==> config.mk <==
export PLATFORM = sky130hd
export DESIGN_NAME = cpu8_alu_with_decimal_mode_top
export DESIGN_NICKNAME = d
export VERILOG_FILES = /design/src/rtl/core/c8alu_pkg.sv /design/src/rtl/core/cpu8_alu_with_decimal_mode_top.sv /design/src/rtl/core/c8alu_exec.sv
export SDC_FILE = /design/constraint.sdc
export NUM_CORES = 1
export LEC_CHECK = 0
export BUFFER_PORTS_ARGS = -buffer_cell sky130_fd_sc_hd__buf_4
export CAP_MARGIN = 20
export CORE_UTILIZATION = 40
export DETAILED_ROUTE_END_ITERATION = 10
export PLACE_DENSITY = 0.58
export SKIP_CTS_REPAIR_TIMING = 1
export SYNTH_ARGS = -nofsm -noshare
export SYNTH_HDL_FRONTEND = slang
export SYNTH_HIERARCHICAL = 1
export SYNTH_SLANG_ARGS = --single-unit
==> constraint.sdc <==
create_clock -name clk -period 6.3 [get_ports clk]
set_input_delay 0 -clock clk [delete_from_list [all_inputs] [get_ports clk]]
set_output_delay 0 -clock clk [all_outputs]
set_load 0.02 [all_outputs]
==> src/rtl/core/c8alu_pkg.sv <==
// Shared types for the 8-bit ALU with decimal arithmetic.
package c8alu_pkg;

  typedef enum logic [3:0] {
    OP_ADC = 4'd0,
    OP_AND = 4'd1,
    OP_ASL = 4'd2,
    OP_BIT = 4'd3,
    OP_CMP = 4'd4,
    OP_CPX = 4'd5,
    OP_CPY = 4'd6,
    OP_DEC = 4'd7,
    OP_EOR = 4'd8,
    OP_INC = 4'd9,
    OP_LD  = 4'd10,
    OP_LSR = 4'd11,
    OP_ORA = 4'd12,
    OP_ROL = 4'd13,
    OP_ROR = 4'd14,
    OP_SBC = 4'd15
  } op_t;

  typedef struct packed {
    op_t        op;
    logic [7:0] operand;
    logic [7:0] accumulator;
    logic [7:0] index_x;
    logic [7:0] index_y;
    logic       carry_in;
    logic       overflow_in;
    logic       decimal_in;
  } req_t;

  typedef struct packed {
    logic [7:0] result;
    logic       carry;
    logic       zero;
    logic       negative;
    logic       overflow;
    logic       penalty;
  } res_t;

endpackage

==> src/rtl/core/cpu8_alu_with_decimal_mode_top.sv <==
// Top level of the 8-bit ALU with decimal mode: input register, datapath, result register.
//
// Eight-bit processor ALU with optional BCD arithmetic. Each input beat carries
// an operation code, the operand, A, X, Y and the C, V and D flags; each output
// beat carries the result byte, the new C, Z, N and V flags and a penalty bit
// that marks a decimal-mode ADC or SBC. Flags an operation does not touch are
// passed through from the input beat. Each beat passes through the input
// register, then the result register, and one beat is taken every cycle as
// long as the output side keeps up; a stalled output backs up through the
// two registers, so in_ready falls only once both
// hold a beat. Decimal arithmetic is allowed while cfg_wr_en has last written
// a 1 into decimal_enable (1 after reset); with it at 0, ADC and SBC are
// always binary. Write the register only while no beat is in flight.
module cpu8_alu_with_decimal_mode_top (
  input  logic       clk,
  input  logic       rst_n,
  // configuration
  input  logic       cfg_wr_en,
  input  logic       cfg_wr_data,
  // input channel
  input  logic       in_valid,
  output logic       in_ready,
  input  logic [3:0] in_req_type,
  input  logic [7:0] in_operand,
  input  logic [7:0] in_accumulator,
  input  logic [7:0] in_index_x,
  input  logic [7:0] in_index_y,
  input  logic       in_carry_in,
  input  logic       in_overflow_in,
  input  logic       in_decimal_in,
  // output channel
  output logic       out_valid,
  input  logic       out_ready,
  output logic [7:0] out_result,
  output logic       out_carry_out,
  output logic       out_zero_out,
  output logic       out_negative_out,
  output logic       out_overflow_out,
  output logic       out_decimal_penalty
);

  logic            dec_en_r;
  logic            s1_valid_r;
  c8alu_pkg::req_t s1_req_r;
  c8alu_pkg::res_t s1_res;
  logic            out_valid_r;
  c8alu_pkg::res_t out_res_r;
  logic            s1_adv;

  // config register
  always_ff @(posedge clk) begin
    if (!rst_n) begin
      dec_en_r <= 1'b1;
    end else if (cfg_wr_en) begin
      dec_en_r <= cfg_wr_data;
    end
  end

  // stage 1 moves on when the result register is empty or being drained
  assign s1_adv   = s1_valid_r & (~out_valid_r | out_ready);
  assign in_ready = ~s1_valid_r | s1_adv;

  always_ff @(posedge clk) begin
    if (!rst_n) begin
      s1_valid_r <= 1'b0;
    end else if (in_ready) begin
      s1_valid_r <= in_valid;
    end
  end

  always_ff @(posedge clk) begin
    if (in_valid && in_ready) begin
      s1_req_r.op          <= c8alu_pkg::op_t'(in_req_type);
      s1_req_r.operand     <= in_operand;
      s1_req_r.accumulator <= in_accumulator;
      s1_req_r.index_x     <= in_index_x;
      s1_req_r.index_y     <= in_index_y;
      s1_req_r.carry_in    <= in_carry_in;
      s1_req_r.overflow_in <= in_overflow_in;
      s1_req_r.decimal_in  <= in_decimal_in;
    end
  end

  c8alu_exec u_exec (
    .req            (s1_req_r),
    .decimal_enable (dec_en_r),
    .res            (s1_res)
  );

  // result register
  always_ff @(posedge clk) begin
    if (!rst_n) begin
      out_valid_r <= 1'b0;
    end else if (~out_valid_r | out_ready) begin
      out_valid_r <= s1_valid_r;
    end
  end

  always_ff @(posedge clk) begin
    if (s1_adv) begin
      out_res_r <= s1_res;
    end
  end

  assign out_valid           = out_valid_r;
  assign out_result          = out_res_r.result;
  assign out_carry_out       = out_res_r.carry;
  assign out_zero_out        = out_res_r.zero;
  assign out_negative_out    = out_res_r.negative;
  assign out_overflow_out    = out_res_r.overflow;
  assign out_decimal_penalty = out_res_r.penalty;

  // a beat leaving stage 1 always lands in the result register
  a_adv_lands: assert property (@(posedge clk) disable iff (!rst_n)
    s1_adv |=> out_valid_r)
    else $error("stage 1 beat lost");

  // both registers full and output stalled: no new beat may enter
  a_full_stall: assert property (@(posedge clk) disable iff (!rst_n)
    (s1_valid_r && out_valid_r && !out_ready) |-> !in_ready)
    else $error("input accepted while pipeline full");

  // penalty only for decimal ADC/SBC with decimal support enabled
  a_penalty_src: assert property (@(posedge clk) disable iff (!rst_n)
    (s1_valid_r && s1_res.penalty) |->
      (dec_en_r && s1_req_r.decimal_in &&
       (s1_req_r.op == c8alu_pkg::OP_ADC || s1_req_r.op == c8alu_pkg::OP_SBC)))
    else $error("decimal penalty raised outside decimal add/subtract");

  // decimal path leaves V alone
  a_dec_v_pass: assert property (@(posedge clk) disable iff (!rst_n)
    (s1_valid_r && s1_res.penalty) |-> (s1_res.overflow == s1_req_r.overflow_in))
    else $error("overflow changed in decimal mode");

endmodule

==> src/rtl/core/c8alu_exec.sv <==
// Combinational ALU datapath: logic, shifts, compares, binary and BCD add/subtract.
module c8alu_exec (
  input  c8alu_pkg::req_t req,
  input  logic            decimal_enable,
  output c8alu_pkg::res_t res
);

  logic [7:0] m_eff;
  logic [8:0] bin_sum;
  logic       bin_v;
  logic [5:0] lo_sum;
  logic [5:0] lo_adj;
  logic       lo_carry;
  logic [9:0] hi_sum;
  logic [9:0] dec_sum;
  logic       use_dec;
  logic [7:0] cmp_reg;
  logic [8:0] cmp_diff;
  logic       is_sbc;

  assign is_sbc  = (req.op == c8alu_pkg::OP_SBC);
  // SBC is ADC of the ones' complement
  assign m_eff   = is_sbc ? ~req.operand : req.operand;
  assign bin_sum = {1'b0, req.accumulator} + {1'b0, m_eff} + {8'd0, req.carry_in};
  assign bin_v   = ~(req.accumulator[7] ^ m_eff[7]) & (req.accumulator[7] ^ bin_sum[7]);
  assign use_dec = decimal_enable & req.decimal_in;

  // low digit
  assign lo_sum = {2'b00, req.accumulator[3:0]} + {2'b00, m_eff[3:0]}
                + {5'd0, req.carry_in};

  always_comb begin
    if (is_sbc) begin
      lo_carry = (lo_sum > 6'h0f);
      lo_adj   = lo_carry ? lo_sum : (lo_sum - 6'h06);
    end else begin
      lo_adj   = (lo_sum > 6'h09) ? (lo_sum + 6'h06) : lo_sum;
      lo_carry = (lo_adj > 6'h0f);
    end
  end

  // high digit, 10-bit total
  assign hi_sum = {2'b00, req.accumulator[7:4], 4'h0} + {2'b00, m_eff[7:4], 4'h0}
                + {5'd0, lo_carry, 4'h0} + {6'd0, lo_adj[3:0]};

  always_comb begin
    if (is_sbc) begin
      dec_sum = (hi_sum <= 10'h0ff) ? (hi_sum - 10'h060) : hi_sum;
    end else begin
      dec_sum = (hi_sum > 10'h09f) ? (hi_sum + 10'h060) : hi_sum;
    end
  end

  always_comb begin
    case (req.op)
      c8alu_pkg::OP_CMP: cmp_reg = req.accumulator;
      c8alu_pkg::OP_CPX: cmp_reg = req.index_x;
      default:           cmp_reg = req.index_y;
    endcase
  end
  assign cmp_diff = {1'b0, cmp_reg} - {1'b0, req.operand};

  always_comb begin
    res.result   = 8'h00;
    res.carry    = req.carry_in;
    res.overflow = req.overflow_in;
    res.penalty  = 1'b0;
    case (req.op)
      c8alu_pkg::OP_ADC, c8alu_pkg::OP_SBC: begin
        if (use_dec) begin
          res.result  = dec_sum[7:0];
          res.carry   = dec_sum[8];
          res.penalty = 1'b1;
        end else begin
          res.result   = bin_sum[7:0];
          res.carry    = bin_sum[8];
          res.overflow = bin_v;
        end
      end
      c8alu_pkg::OP_AND: res.result = req.accumulator & req.operand;
      c8alu_pkg::OP_ASL: begin
        res.result = {req.operand[6:0], 1'b0};
        res.carry  = req.operand[7];
      end
      c8alu_pkg::OP_BIT: begin
        res.result   = req.accumulator;
        res.overflow = req.operand[6];
      end
      c8alu_pkg::OP_CMP, c8alu_pkg::OP_CPX, c8alu_pkg::OP_CPY: begin
        res.result = cmp_reg;
        res.carry  = ~cmp_diff[8];
      end
      c8alu_pkg::OP_DEC: res.result = req.operand - 8'd1;
      c8alu_pkg::OP_EOR: res.result = req.accumulator ^ req.operand;
      c8alu_pkg::OP_INC: res.result = req.operand + 8'd1;
      c8alu_pkg::OP_LD:  res.result = req.operand;
      c8alu_pkg::OP_LSR: begin
        res.result = {1'b0, req.operand[7:1]};
        res.carry  = req.operand[0];
      end
      c8alu_pkg::OP_ORA: res.result = req.accumulator | req.operand;
      c8alu_pkg::OP_ROL: begin
        res.result = {req.operand[6:0], req.carry_in};
        res.carry  = req.operand[7];
      end
      c8alu_pkg::OP_ROR: begin
        res.result = {req.carry_in, req.operand[7:1]};
        res.carry  = req.operand[0];
      end
      default: res.result = req.operand;
    endcase

    // Z and N: BIT takes Z from A&M and N from M bit 7, compares look at the difference, the rest at the result
    case (req.op)
      c8alu_pkg::OP_BIT: begin
        res.zero     = ((req.accumulator & req.operand) == 8'h00);
        res.negative = req.operand[7];
      end
      c8alu_pkg::OP_CMP, c8alu_pkg::OP_CPX, c8alu_pkg::OP_CPY: begin
        res.zero     = (cmp_diff[7:0] == 8'h00);
        res.negative = cmp_diff[7];
      end
      default: begin
        res.zero     = (res.result == 8'h00);
        res.negative = res.result[7];
      end
    endcase
  end

endmodule

==> impl_results.md <==
* Share of layout cells above drive strength 1 at 16.27%
* CTS tree: built
* Worst-path maximum fanout at 5
* Total track usage at 24.13%
* Antenna violations before repair at 0
* Worst endpoint data arrival time at 6.01 ns
* Worst-Margin Slew at 1.024 ns
* Critical path data required time at 6.36 ns
* Worst setup timing slack at the placement stage at 0.4638 ns
* Total routed wirelength at about 15000 microns
* Initial standard-cell utilization of the core at 41.44%
* Number of synthesized flops with an enable pin at 52
* Asr flop ratio synth at 0%
* DRC at 0
* Number of iterations in the first detailed-routing pass at 5
* Area of the mapped netlist at approximately 5000 sq um
* Syn Inst Count at 532
* FF/Latch Area at between 1500 and 2000 sq um
* Number of nets produced by synthesis at 629
* Slowest cell delay on critical path at roughly 0.49 ns
* FILL cells at between 1000 and 1500
* Main flop type after synthesis: sky130_fd_sc_hd__edfxtp_1
* Maximum achievable frequency at 168.2 MHz
* Starting DRC count in detailed routing at about 400
* Gp weighted congestion at 0.9738
* Endpoint type of the worst setup path: register
* Diodes inserted at 0
* Deepest level of the CTS H-tree at 2
* Number of distinct library cells after synthesis at 82
* Max reg flops at 39
* Final layout net count at approximately 720
* Final worst-path setup slack at 0.3531 ns
* Total setup violations reported at the end of the flow at 0
* Clock period minus final worst setup slack at 5.947 ns
* Area of the core region at 12160 sq um
* Clock latency on the worst-skew pair at 0.31 ns
* Count of warnings emitted by yosys at 6
* Synth area leader: sky130_fd_sc_hd__edfxtp_1
* Number of buffers added on ports at 59
* Ports at 60
* CP cell instances: and4_1 > xnor2_1 > fa_1 > inv_1 > fa_1 > xor2_1 > nor2_1 > inv_1 > nand2_1 > nor2_1 > mux2_2 > fa_1 > ha_1 > inv_1 > fa_1 > xor2_1 > a21boi_0 > a211oi_2 > a2bb2oi_1 > xnor2_1 > a221oi_2 > o21ai_2 > a221o_1
* Number of pins with negative max-slew slack in the final report at 0
* Worst slew margin at between 20% and 30%
* Post-Route M1 WL at 6736 microns
* Layout area overhead at 22.96%
* Sum of net half-perimeters after detailed placement at 11360 microns
* Average cell area after synthesis at about 9.5 sq um
* Length of routed met3 wiring at 730 microns
* Pin count of the biggest net entering global routing at between 50 and 60
* Final-report hold violation count at 0
* Power Density at 200.7 nW/um^2
* Part of the cycle the worst path needs at between 90% and 100%
* Hold/Removal Path Class: primary input to register
* Maximum clock skew at final layout at 0.006160 ns
* Multi-input gate area in the final layout at a little over 3000 sq um
* Number of max-cap violations at 0
* Max layer used: met4
* Amount of wire on met2 after detailed routing at 7389 microns
* Worst Setup Path Type: register to register
* Die Height at 114.2 microns
* Total negative slack at 0 ns
* Via count of the first global-routing pass at around 4300
* Worst-case vdd ir drop at 0.0001593 V
* Number of buffers created by CTS at 5
* Result of the run: complete, no violations
* Pleak at 2.547 nW
* Count of nets left with antenna violations after detail routing at 0
* Synth top area cells: sky130_fd_sc_hd__edfxtp_1 (31%), sky130_fd_sc_hd__ha_1 (11%), sky130_fd_sc_hd__nand2_1 (3.6%)
* Root Driver: sky130_fd_sc_hd__clkbuf_16
* Cell type with the highest occurrence count on the critical path: sky130_fd_sc_hd__fa_1
* Reg with most FFs: s1_req_r
* Post-synthesis register bit count at 55
* Die area at 13050 sq um
* Post-synthesis sequential area ratio at 32.17%
* Number of vias after detailed routing at 4531
* Chip width at roughly 110 microns
* Critical path launch point type: register
* CP max-delay cell: sky130_fd_sc_hd__a21boi_0
* Maximum buffer depth of the clock tree at 2
* Sink count of the clock tree at 55
* Synth top area share at 30.98%
* Post-DR wirelength/cell at 19.36 microns
* Drt via density at roughly 5.7
* Floorplan row count at 40
* Unrepaired setup endpoints after global routing: no
* Wire length of the first global-routing pass at 23650 microns
* Clk pin slew, worst setup/hold paths at approximately 0.080 ns
* Overflow after GRT at 0
final timing paths:
| check | startpoint | cells past startpoint | endpoint | slack (ns) |
|---|---|---|---|---|
| worst max-delay path | s1_req_r[37] | 23 | out_negative_out | 0.35 |
| worst min register to register | out_valid | 2 | s1_valid_r | 0.54 |
| worst min-delay path | out_ready | 3 | s1_valid_r | 0.02 |
| worst max register to register | s1_req_r[37] | 23 | out_negative_out | 0.35 |
logic make-up (layout without fill, tap and decap cells):
logic type / Yosys count / after routing / synth area share (%)
AO/OA/AOI/OAI: 160 / 160 / 22.99
XOR/XNOR: 24 / 24 / 4.171
adder cells (fa/ha/maj): 54 / 54 / 14.50
buffers and inverters: 68 / 163 / 6.703
flip-flops: 55 / 55 / 32.17
multiplexers: 16 / 16 / 3.351
AND/OR/NAND/NOR: 155 / 155 / 16.11
cells in the mapped netlist, drive strengths merged, types with 4 or more instances:
library cell and instances:
nor4 6, o21a 7, a21boi 4, and3 4, o21ai 27, a22oi 5, a2111oi 5, edfxtp 52
and2 6, a21oi 27, a221o 4, fa 8, a32oi 4, inv 43, nor2b 11, nor2 43
a31oi 9, o32ai 4, o31ai 4, nand2 49, a21o 5, o22ai 7, nor3 5, xnor2 20
buf 21, nand2b 4, nand3 8, ha 44, mux2i 12, xor2 4, a211oi 12, mux2 4
o211ai 7
per-layer routing:
layer  vias up  global-route usage, %
met5         -                      0
met3        30                  3.759
li1       2173                      -
met1      2160                  30.91
met2       168                  40.36
met4         0                  10.39
layout make-up:
class | instances | share of cell area, %
inverters | 44 | 2.685
clock inverters | 3 | 0.7470
multi-input cells | 409 | 49.89
well taps | 168 | 3.392
repair buffers | 111 | 15.10
flip-flops and latches | 55 | 26.17
clock buffers | 5 | 2.019
where the power goes:
group          leakage (nW)  switching [mW]  internal, mW  total, mW
Combinational          1.94           0.264         0.203      0.467
Clock                0.0804           0.140         0.189      0.329
Sequential            0.528          0.0190         0.428      0.447
cells in the final DEF, fill, tap and decap left out, drive strengths merged, types with 8 or more instances in the layout:
cell type / netlist / routed
nand3: 8 / 8
mux2i: 12 / 12
o21ai: 27 / 27
inv: 43 / 44
buf: 21 / 68
a21oi: 27 / 27
edfxtp: 52 / 52
a211oi: 12 / 12
xnor2: 20 / 20
nand2: 49 / 49
nor2b: 11 / 11
nor2: 43 / 43
ha: 44 / 44
a31oi: 9 / 9
dlygate4sd3: 0 / 42
fa: 8 / 8
metrics by stage:
stage                     utilization (%)  cells  area [sq um]  power, mW  hold slack (ns)
after floorplan                         -    532          5040     0.7713          0.06194
after global placement              45.99    743          5593     0.8887           0.1779
after detailed placement            45.99    743          5593     0.8919           0.1794
after CTS                           47.40    751          5764      1.224          -0.1455
after global routing                50.96    795          6197      1.317          0.02299
final                               50.96    795          6197      1.244          0.02061
critical path, delay by kind of cell, from the launching register on:
kind                       cells  cell delay (ns)
AOI/OAI and AO/OA              6             1.44
and+or+nand+nor                4             0.71
buffers and inverters          3             0.23
xor gates and xnor gates       4             1.04
adders and majority gates      5             1.59
DFF                            1             0.35
muxes                          1             0.35
No activity file was read; power rests on OpenSTA's default activity.
